<file path="src/sv/kss_pkg.sv">
package kss_pkg;

	localparam int QUEUE_DEPTH = 8;
	localparam int QPTR_W = (QUEUE_DEPTH > 1) ? $clog2(QUEUE_DEPTH) : 1;
	localparam int QCNT_W = $clog2(QUEUE_DEPTH + 1);

	localparam int CODE_W = 3;
	localparam int PERIOD_W = 8;
	localparam int LIMIT_W = 16;
	localparam int HOLD_W = 16;
	localparam int CFG_IDX_W = 2;
	localparam int CFG_DATA_W = 16;

	localparam logic [PERIOD_W-1:0] SCAN_PERIOD_RESET = 8'd20;
	localparam logic [LIMIT_W-1:0] LONG_PRESS_RESET = 16'd1000;

	localparam logic [CFG_IDX_W-1:0] CFG_SCAN_PERIOD = 2'd0;
	localparam logic [CFG_IDX_W-1:0] CFG_LONG_PRESS_LIMIT = 2'd1;

	localparam logic OP_TICK = 1'b0;
	localparam logic OP_READ = 1'b1;

	localparam logic [CODE_W-1:0] CODE_NONE = 3'd0;
	localparam logic [CODE_W-1:0] CODE_ONE = 3'd1;
	localparam logic [CODE_W-1:0] CODE_TWO = 3'd2;
	localparam logic [CODE_W-1:0] CODE_THREE = 3'd3;
	localparam logic [CODE_W-1:0] CODE_LONG = 3'd4;

	typedef struct packed {
		logic valid;
		logic [CODE_W-1:0] code;
	} event_push_t;

endpackage

</file>
<file path="src/sv/kss_scan.sv">
module kss_scan (
	input logic clk,
	input logic arst_n,
	input logic wr_en,
	input logic [kss_pkg::CFG_IDX_W-1:0] wr_index,
	input logic [kss_pkg::CFG_DATA_W-1:0] wr_data,
	input logic tick,
	input logic button_one_level,
	input logic button_two_level,
	input logic button_three_level,
	output kss_pkg::event_push_t push
);

	logic [kss_pkg::PERIOD_W-1:0] scan_period_q;
	logic [kss_pkg::LIMIT_W-1:0] long_press_limit_q;
	logic [kss_pkg::HOLD_W-1:0] hold_q;
	logic [kss_pkg::PERIOD_W-1:0] divider_q;
	logic [kss_pkg::CODE_W-1:0] current_code_q;

	logic [kss_pkg::HOLD_W-1:0] hold_next;
	logic [kss_pkg::PERIOD_W-1:0] divider_inc;
	logic sample;
	logic [kss_pkg::CODE_W-1:0] code_new;

	always_comb begin
		if (!button_three_level) begin
			hold_next = (hold_q == {kss_pkg::HOLD_W{1'b1}}) ? hold_q
				: hold_q + kss_pkg::HOLD_W'(1);
		end else begin
			hold_next = '0;
		end
	end

	assign divider_inc = divider_q + kss_pkg::PERIOD_W'(1);
	assign sample = (divider_inc >= scan_period_q);

	// The long-press compare uses the hold count as updated by this tick.
	always_comb begin
		if (!button_one_level) begin
			code_new = kss_pkg::CODE_ONE;
		end else if (!button_two_level) begin
			code_new = kss_pkg::CODE_TWO;
		end else if (!button_three_level && (hold_next > long_press_limit_q)) begin
			code_new = kss_pkg::CODE_LONG;
		end else if (!button_three_level) begin
			code_new = kss_pkg::CODE_THREE;
		end else begin
			code_new = kss_pkg::CODE_NONE;
		end
	end

	assign push.valid = tick && sample && (current_code_q != kss_pkg::CODE_NONE)
		&& (code_new == kss_pkg::CODE_NONE);
	assign push.code = current_code_q;

	always_ff @(posedge clk or negedge arst_n) begin
		if (!arst_n) begin
			scan_period_q <= kss_pkg::SCAN_PERIOD_RESET;
			long_press_limit_q <= kss_pkg::LONG_PRESS_RESET;
		end else if (wr_en) begin
			case (wr_index)
				kss_pkg::CFG_SCAN_PERIOD: begin
					scan_period_q <= wr_data[kss_pkg::PERIOD_W-1:0];
				end
				kss_pkg::CFG_LONG_PRESS_LIMIT: begin
					long_press_limit_q <= wr_data[kss_pkg::LIMIT_W-1:0];
				end
				default: begin
				end
			endcase
		end
	end

	always_ff @(posedge clk or negedge arst_n) begin
		if (!arst_n) begin
			hold_q <= '0;
			divider_q <= '0;
			current_code_q <= kss_pkg::CODE_NONE;
		end else if (tick) begin
			hold_q <= hold_next;
			if (sample) begin
				divider_q <= '0;
				current_code_q <= code_new;
			end else begin
				divider_q <= divider_inc;
			end
		end
	end

endmodule

</file>
<file path="src/sv/kss_fifo.sv">
module kss_fifo (
	input logic clk,
	input logic arst_n,
	input kss_pkg::event_push_t push,
	input logic pop,
	output logic [kss_pkg::CODE_W-1:0] pop_code
);

	logic [kss_pkg::CODE_W-1:0] store_q [kss_pkg::QUEUE_DEPTH];
	logic [kss_pkg::QPTR_W-1:0] rd_ptr_q;
	logic [kss_pkg::QPTR_W-1:0] wr_ptr_q;
	logic [kss_pkg::QCNT_W-1:0] count_q;

	logic empty;
	logic full;
	logic do_push;
	logic do_pop;

	assign empty = (count_q == '0);
	assign full = (count_q == kss_pkg::QCNT_W'(kss_pkg::QUEUE_DEPTH));
	assign do_push = push.valid && !full;
	assign do_pop = pop && !empty;

	assign pop_code = empty ? kss_pkg::CODE_NONE : store_q[rd_ptr_q];

	always_ff @(posedge clk) begin
		if (do_push) begin
			store_q[wr_ptr_q] <= push.code;
		end
	end

	always_ff @(posedge clk or negedge arst_n) begin
		if (!arst_n) begin
			rd_ptr_q <= '0;
			wr_ptr_q <= '0;
			count_q <= '0;
		end else begin
			if (do_push) begin
				wr_ptr_q <= (wr_ptr_q == kss_pkg::QPTR_W'(kss_pkg::QUEUE_DEPTH - 1)) ? '0
					: wr_ptr_q + kss_pkg::QPTR_W'(1);
			end
			if (do_pop) begin
				rd_ptr_q <= (rd_ptr_q == kss_pkg::QPTR_W'(kss_pkg::QUEUE_DEPTH - 1)) ? '0
					: rd_ptr_q + kss_pkg::QPTR_W'(1);
			end
			// A tick and a read never arrive in the same transaction.
			if (do_push && !do_pop) begin
				count_q <= count_q + kss_pkg::QCNT_W'(1);
			end else if (do_pop && !do_push) begin
				count_q <= count_q - kss_pkg::QCNT_W'(1);
			end
		end
	end

	a_count_bound: assert property (@(posedge clk) disable iff (!arst_n)
		count_q <= kss_pkg::QCNT_W'(kss_pkg::QUEUE_DEPTH))
		else $error("event count exceeds queue depth");

	a_empty_ptrs: assert property (@(posedge clk) disable iff (!arst_n)
		(empty || full) |-> (rd_ptr_q == wr_ptr_q))
		else $error("pointers disagree with empty or full count");

	a_full_drop: assert property (@(posedge clk) disable iff (!arst_n)
		(full && push.valid && !pop) |=> (full && $stable(wr_ptr_q)))
		else $error("push into full queue changed its state");

endmodule

</file>
<file path="src/sv/kss_outbuf.sv">
module kss_outbuf (
	input logic clk,
	input logic arst_n,
	input logic push,
	input logic [kss_pkg::CODE_W-1:0] push_code,
	output logic full,
	output logic out_valid,
	input logic out_stall,
	output logic [kss_pkg::CODE_W-1:0] key_code
);

	logic out_valid_q;
	logic [kss_pkg::CODE_W-1:0] out_code_q;
	logic skid_valid_q;
	logic [kss_pkg::CODE_W-1:0] skid_code_q;
	logic take;

	assign out_valid = out_valid_q;
	assign key_code = out_code_q;
	assign full = skid_valid_q;
	assign take = out_valid_q && !out_stall;

	always_ff @(posedge clk or negedge arst_n) begin
		if (!arst_n) begin
			out_valid_q <= 1'b0;
			skid_valid_q <= 1'b0;
		end else begin
			if (skid_valid_q) begin
				if (take) begin
					out_valid_q <= 1'b1;
					skid_valid_q <= 1'b0;
				end
			end else if (push) begin
				if (!out_valid_q || take) begin
					out_valid_q <= 1'b1;
				end else begin
					skid_valid_q <= 1'b1;
				end
			end else if (take) begin
				out_valid_q <= 1'b0;
			end
		end
	end

	always_ff @(posedge clk) begin
		if (skid_valid_q) begin
			if (take) begin
				out_code_q <= skid_code_q;
			end
		end else if (push) begin
			if (!out_valid_q || take) begin
				out_code_q <= push_code;
			end else begin
				skid_code_q <= push_code;
			end
		end
	end

	a_skid_behind_out: assert property (@(posedge clk) disable iff (!arst_n)
		skid_valid_q |-> out_valid_q)
		else $error("skid entry held without an output entry");

	a_no_push_when_full: assert property (@(posedge clk) disable iff (!arst_n)
		skid_valid_q |-> !push)
		else $error("result pushed into a full output buffer");

	a_skid_drains: assert property (@(posedge clk) disable iff (!arst_n)
		(skid_valid_q && take) |=> (out_valid_q && !skid_valid_q))
		else $error("skid entry not moved to output");

endmodule

</file>
<file path="src/sv/key_scanner_long_press_event_fifo_unit.sv">
// Channel   Handshake            Payload
// in        in_valid / in_stall  op, button_one_level, button_two_level, button_three_level
// out       out_valid / out_stall key_code
// config    wr_en                wr_index, wr_data
//
// One transaction is taken in every cycle while in_stall is low; its result is
// registered in the output register, or in the skid entry if the output stalls.
// Scan, hold and queue state all update at the input edge in one pass.
// A two-entry output buffer lets one more transaction in while out_stall holds;
// in_stall rises only when both entries are held.
// Reset clears all control state and restores the register reset values.
module key_scanner_long_press_event_fifo_unit (
	input logic clk,
	input logic arst_n,
	input logic wr_en,
	input logic [kss_pkg::CFG_IDX_W-1:0] wr_index,
	input logic [kss_pkg::CFG_DATA_W-1:0] wr_data,
	input logic in_valid,
	output logic in_stall,
	input logic op,
	input logic button_one_level,
	input logic button_two_level,
	input logic button_three_level,
	output logic out_valid,
	input logic out_stall,
	output logic [kss_pkg::CODE_W-1:0] key_code
);

	logic accept;
	logic tick;
	logic pop;
	logic buf_full;
	kss_pkg::event_push_t push;
	logic [kss_pkg::CODE_W-1:0] pop_code;
	logic [kss_pkg::CODE_W-1:0] result_code;

	assign in_stall = buf_full;
	assign accept = in_valid && !buf_full;
	assign tick = accept && (op == kss_pkg::OP_TICK);
	assign pop = accept && (op == kss_pkg::OP_READ);
	assign result_code = (op == kss_pkg::OP_READ) ? pop_code : kss_pkg::CODE_NONE;

	kss_scan u_scan (
		.clk(clk),
		.arst_n(arst_n),
		.wr_en(wr_en),
		.wr_index(wr_index),
		.wr_data(wr_data),
		.tick(tick),
		.button_one_level(button_one_level),
		.button_two_level(button_two_level),
		.button_three_level(button_three_level),
		.push(push)
	);

	kss_fifo u_fifo (
		.clk(clk),
		.arst_n(arst_n),
		.push(push),
		.pop(pop),
		.pop_code(pop_code)
	);

	kss_outbuf u_outbuf (
		.clk(clk),
		.arst_n(arst_n),
		.push(accept),
		.push_code(result_code),
		.full(buf_full),
		.out_valid(out_valid),
		.out_stall(out_stall),
		.key_code(key_code)
	);

endmodule
</file>
<file path="config.mk">
export PLATFORM = sky130hd
export DESIGN_NAME = key_scanner_long_press_event_fifo_unit
export DESIGN_NICKNAME = d
export VERILOG_FILES = /design/src/sv/kss_pkg.sv /design/src/sv/kss_scan.sv /design/src/sv/kss_fifo.sv /design/src/sv/kss_outbuf.sv /design/src/sv/key_scanner_long_press_event_fifo_unit.sv
export SDC_FILE = /design/constraint.sdc
export NUM_CORES = 1
export LEC_CHECK = 0
export ABC_AREA = 0
export BUFFER_PORTS_ARGS = -buffer_cell sky130_fd_sc_hd__buf_2
export CORE_UTILIZATION = 60
export DETAILED_ROUTE_END_ITERATION = 10
export GPL_TIMING_DRIVEN = 0
export PLACE_DENSITY = 0.79
export SETUP_SLACK_MARGIN = 0.4
export SKIP_CTS_REPAIR_TIMING = 1
export SLEW_MARGIN = 5
export SYNTH_ARGS = -nofsm -noshare
export SYNTH_HDL_FRONTEND = slang
export SYNTH_SLANG_ARGS = --single-unit
export TNS_END_PERCENT = 5
</file>
<file path="constraint.sdc">
create_clock -name clk -period 7.74 [get_ports clk]
set_input_delay 1.548 -clock clk [delete_from_list [all_inputs] [get_ports clk]]
set_output_delay 1.548 -clock clk [all_outputs]
set_load 0.05 [all_outputs]
</file>
==> impl_results.md, run 1 <==
- Clock group share of total power: 25.3%
- Unique masters post-synth: 62
- Unrepaired setup endpoints after global routing: no
- Initial Util: 62.2%
- Post-route DRC: 0
- End-of-flow core utilization: 68.6%
- Int Power: around 1000 uW
- Worst-Margin Slew: 900 ps
- Leakage Power: 0.00248 uW
- Core area: 8260 um2
- Sw Ratio: 33.7%
- Die Wd: ~95 um
- F_max: 240 MHz
- Initial DRC Count: 184
- Largest net degree at the start of global routing: 64
- Syn_nets: roughly 540
- Post-synth top area cell: dfrtp_1
- Startpoint types: flop
- Vias in the first global route: 3736
- Clock sink count: between 90 and 100
- Placed cell area: between 5000 and 6000 um2
- Area of the multi-input gates: between 2000 and 2500 um2
- Global placer's final weighted congestion: 0.882
- Hold WS: approximately 500 ps
- Port Buf Inserts: 31
- Vias per cell: about 6
- Layout cells sized above 1: between 20% and 30%
- Worst-path fanout max: 10
- Fin. max-slew vios: 0
- Synth Flop Type: dfrtp_1
- Post-layout power: 1510 uW
- HP Class: flop to flop
- Fin. Hold Viols: 0
- Relative slew slack: 39.2%
- Final min period: between 4000 and 5000 ps
- Peak supply drop: 0.000140 V
- Seq pwr share: 46.3%
- Logic pwr share: 28.5%
- Post-route ant nets: 0
- Pwr dens: about 270 nW/um2
- WP data arrival: roughly 4400 ps
- Register area share after synthesis: 48.5%
- Avg Synthesized Cell Area: about 11 um2
- Final setup fails: 0
- Ys Warns: 0
- Nets: 578
- Clock Tree Root: clkbuf_8
- DR pass1 iterations: 4
- Crit Path Class: flop to flop
- Commonest cells in the netlist: 55 x dfrtp_1, 52 x nand2_1, 35 x o21ai_0
- Gr ovfl total: 0
- Initial antenna violation count: 0
- DP Wirelength: ~8000 um
- Ports: 32
- Part of the cycle the worst path needs: 53.8%
- Fillers: 620
- Skew final: 8.39 ps
- Inserted Diodes: 0
- NetSw: about 510 uW
- Die area: 8930 um2
- TritonCTS buffer count: 9
- CTS tree: yes
- Data required, critical path: 7990 ps
- Finished Cell Area: around 5700 um2
- Cell Rows: 33
- Routed WL: 10700 um
- FFs w/ async S/R, synth: 67.7%
- Area grow syn2layout: 10.3%
- CP cell instances: and3_1, and3_1, and3_1, xor2_1, ha_1, a211oi_1, nand3_1, a21oi_1, nor3_2, nand2_1, buf_2, inv_1, ha_1, inv_1, ha_1, a21o_1, a21oi_1, xnor2_1, nor2_1, xor2_1
- Crit. End Element: flop
- Per-cell routed wire length: 17.1 um
- Gate count of the mapped netlist: 475
- Max stage delay cell, worst path: dfrtp_1
- #FFs+latches synth: 93
- Worst-Skew Late Latency: around 370 ps
- Total number of vias: between 3000 and 4000
- First-pass GRT wire length: 17500 um
- CP peak stage delay: approximately 460 ps
- Area of the mapped netlist: 5130 um2
- Clock transition at path regs: 90 ps
- Post-synth EDFFs: 30
- Post-synth top area share: 26.8%
- Clock Tree Buf Depth: 2
- Largest cells by area after synthesis: dfrtp_1 27%, edfxtp_1 18%, ha_1 8.0%
- All-Layer GR Usage: 26.0%
- Max-cap violations: 0
- Setup TNS: 0 ps
- Run status: complete, no violations
- Reg area: 2490 um2
- H-tree Lvls: 3
- Height of the chip: 94.5 um
- Most frequent cell after synthesis: dfrtp_1
==> metrics by stage <==
stage          worst slack (ps)  instances
2_1_floorplan              3920        475
3_3_place_gp               3570        611
3_5_place_dp               3500        611
4_1_cts                    3540        627
5_1_grt                    3330        627
6_report                   3580        627
==> state kept, by name (all words and copies together) (netlist names), 4 cells and up <==
name / flops
u_fifo.count_q: 4
u_fifo.store_q: 24
u_scan.divider_q: 8
u_scan.hold_q: 16
u_scan.long_press_limit_q: 16
u_scan.scan_period_q: 8
==> worst paths after layout <==
kind | start | end | slack (ps) | cells after the start
setup / recovery | u_scan.divider_q[0] | u_fifo.count_q[3] | 3580 | 20
hold / removal | u_fifo.count_q[3] | u_fifo.count_q[3] | 500 | 1
setup reg to reg | u_scan.divider_q[0] | u_fifo.count_q[3] | 3580 | 20
hold reg to reg | u_fifo.count_q[3] | u_fifo.count_q[3] | 500 | 1
max in group asynchronous | arst_n | u_scan.hold_q[2] | 5950 | 1
min in group asynchronous | arst_n | u_outbuf.out_valid | 1250 | 1
==> cell type report <==
type	count	share of cell area (%)
Sequential cell	93	43.9
Tap cell	105	2.32
Clock buffer	11	2.70
Clock inverter	5	1.52
Buffer	18	1.88
Multi-Input combinational cell	333	42.8
Inverter	31	2.06
Timing Repair Buffer	31	2.78
==> kinds of logic after synthesis <==
logic type      count (synthesis)  synth area share (%)
simple gates                  148                  15.0
compound gates                 94                  11.1
flops                          93                  48.5
buf+inv                        49                  4.34
mux                            35                  8.90
fa+ha+maj                      34                  8.43
xor+xnor                       22                  3.75
==> power groups by stage <==
stage / Sequential, uW / Clock [uW] / Combinational (uW)
after CTS: 696 / 386 / 434
after detailed placement: 706 / 0 / 431
after floorplan: 727 / 0 / 282
after global placement: 698 / 0 / 407
after global routing: 709 / 404 / 484
final: 697 / 380 / 428
==> per-layer routing <==
layer | part of all wire [%] | vias to the layer above | track usage (%)
met3 | 4.4 | 14 | 3.54
met5 | 0 | - | 0
met1 | 43 | 1846 | 32.7
met4 | 1.6 | 0 | 9.72
li1 | - | 1787 | -
met2 | 51 | 102 | 45.7
==> critical path: cells and delay by family (launching register included) <==
family	cells	cell delay [ps]
AOI/OAI and AO/OA	4	970
buffers and inverters	3	430
and+or+nand+nor	7	1080
DFF	1	460
adders and majority gates	3	660
xor gates and xnor gates	3	440
==> layout by cell type, fill, tap and decap left out, types with 3 or more instances in the layout <==
master,netlist,layout
a21o_1,5,5
clkbuf_1,6,7
buf_2,5,35
mux2i_1,4,4
nor4_1,4,4
nand3_1,15,15
mux2_2,25,25
inv_1,31,31
o21ai_0,35,35
a21oi_1,23,23
ha_1,33,33
o211ai_1,3,3
nand2b_1,7,7
nor2_1,28,28
clkbuf_8,1,10
xor2_1,9,9
dfstp_2,8,8
and3_1,6,6
xnor2_1,13,13
nand4_1,3,3
nand2_1,52,52
nor3_1,10,10
mux4_2,6,6
a31oi_1,7,7
edfxtp_1,30,30
dfrtp_1,55,55
o31ai_1,6,6
Power figures use the tool's default switching activity.
==> run 2, diff against run 1 <==
- clock period: 7.74 -> 3.9 ns (I/O delays scaled with it)
==> run 2 against run 1 <==
Clock skew is 3.9 ps higher. Sequential power is 98% higher. Via count is 0.51% higher. Cell count is 1.8% higher. Flip-flop and latch count stayed put. Worst setup slack worse by 3200 ps. Largest cell class is now multi-input gates. Largest power group unchanged.
==> impl_results.md, run 2 (synthesis gave the netlist of run 1 again) <==
- Commonest non-fill, non-tap cell in the layout: dfrtp_1
- Cells after DPL: 611
- H-tree Lvls: 3
- Post-route DRC: 0
- Fin. max-slew vios: 0
- Height of the chip: 94.5 um
- Slack of the critical path: 374 ps
- Routed WL: 10900 um
- Crit. End Element: flop
- Biggest regs: u_fifo.store_q (24), u_scan.hold_q (16), u_scan.long_press_limit_q (16)
- Clock sink count: 93
- Die area: 8930 um2
- First-pass GRT wire length: between 15000 and 20000 um
- CP startpoint: u_scan.divider_q[0]
- Per-cell routed wire length: around 17 um
- Vias in the first global route: roughly 3600
- Clock transition at path regs: roughly 100 ps
- FF-to-FF Start: u_scan.divider_q[0]
- Data required, critical path: 4150 ps
- Startpoint types: flop
- Relative slew slack: 42.2%
- Fin. Hold Viols: 0
- HP Class: primary input to async pin
- Clock Tree Root: clkbuf_8
- DP Wirelength: 7630 um
- Layout cells sized above 1: 27.6%
- Initial DRC Count: 157
- Part of the cycle the worst path needs: between 90 and 100%
- Largest net degree at the start of global routing: between 60 and 70
- Nets: 589
- Initial antenna violation count: 0
- Area grow syn2layout: 14.8%
- Core area: 8260 um2
- Cell Rows: 33
- Post-Place Worst Slack: -4.75 ps
- Unrepaired setup endpoints after global routing: yes
- Inserted Diodes: 0
- Final setup fails: 0
- Worst-path fanout max: 5
- Non-filler cells, final: around 640
- Gr ovfl total: 0
- Commonest cells after routing, fill and taps aside: 52 x dfrtp_1, 51 x nand2_1, 35 x o21ai_0, 33 x buf_2, 30 x edfxtp_1
- TritonCTS buffer count: 9
- DR pass1 iterations: 5
- Run status: complete, no violations
- Leakage Power: between 0.002 and 0.003 uW
- F_max: 284 MHz
- Die Wd: 94.5 um
- Final min period: ~3500 ps
- Global placer's final weighted congestion: 0.831
- WP data arrival: ~3800 ps
- Worst-Margin Slew: between 800 and 900 ps
- Total number of vias: 3768
- Pwr dens: 516 nW/um2
- Ports: 32
- Vias per cell: 5.91
- Max-cap violations: 0
- Post-route ant nets: 0
- Crit Path Class: flop to flop
- Peak supply drop: 0.000232 V
- Worst-Skew Late Latency: 360 ps
- Worst R2R End: u_fifo.count_q[3]
- All-Layer GR Usage: 25.6%
- Largest Register: u_fifo.store_q
- CTS tree: yes
- Reg2Reg Depth: 19
- Critical path destination: u_fifo.count_q[3]
- Skew final: 12.3 ps
- Port Buf Inserts: 31
- R2r setup slk: 370 ps
- Max reg flops: 24
- Initial Util: 62.2%
- Clock Tree Buf Depth: 2
run 2: worst min path at each step:
stage	start	slack (ps)	cells after the start	end
after detailed placement	u_scan.divider_q[7]	490	2	u_scan.divider_q[7]
after CTS	u_scan.divider_q[7]	510	2	u_scan.divider_q[7]
final	arst_n	490	1	u_scan.divider_q[0]
after floorplan	u_scan.divider_q[7]	460	2	u_scan.divider_q[7]
after global routing	u_scan.long_press_limit_q[13]	530	1	u_scan.long_press_limit_q[13]
after global placement	u_scan.divider_q[7]	470	2	u_scan.divider_q[7]
run 2: worst max-delay path: stages (launching register included):
cell	delay, ps
dfrtp_2	450
and3_1	200
and3_1	200
and3_4	190
xor2_2	150
ha_2	330
o21a_1	160
nor2_4	60
nor3_4	220
nand2_2	100
buf_6	140
inv_2	70
ha_4	140
inv_2	50
ha_1	260
a21o_1	170
a21oi_2	130
xnor2_1	130
nor2_1	80
xor2_1	160
run 2: layer usage:
| layer | vias up | wire length (um) | GRT usage, % |
|---|---|---|---|
| met4 | 0 | 110 | 6.44 |
| met2 | 76 | 5630 | 44.2 |
| met1 | 1873 | 4820 | 33.7 |
| met3 | 9 | 351 | 4.03 |
| li1 | 1810 | - | - |
| met5 | - | 0 | 0 |
run 2: power by group:
part / internal, uW / switching, uW
Clock: 364 / 355
Combinational: 415 / 527
Sequential: 1210 / 170
Total: 1990 / 1050
run 2: area by class of cell:
cell class,count,area [um2]
fillers,568,2360
clock buffers,9,124
plain buffers,18,115
well taps,105,131
flip-flops and latches,93,2490
clock inverters,7,96.3
multi-input cells,333,2580
repair buffers,42,240
inverters,31,116
run 2: stage by stage:
step / util, % / cell area [um2] / setup TNS [ps] / hold WS, ps / power, uW
finish: 71.4 / 5890 / 0 / 492 / 3040
global route: 71.4 / 5890 / 0 / 528 / 3230
CTS: 68.4 / 5650 / -112 / 510 / 2960
detailed placement: 65.7 / 5430 / -4.75 / 490 / 2250
global placement: 65.7 / 5420 / 0 / 471 / 2200
floorplan: - / 5140 / 0 / 459 / 2010
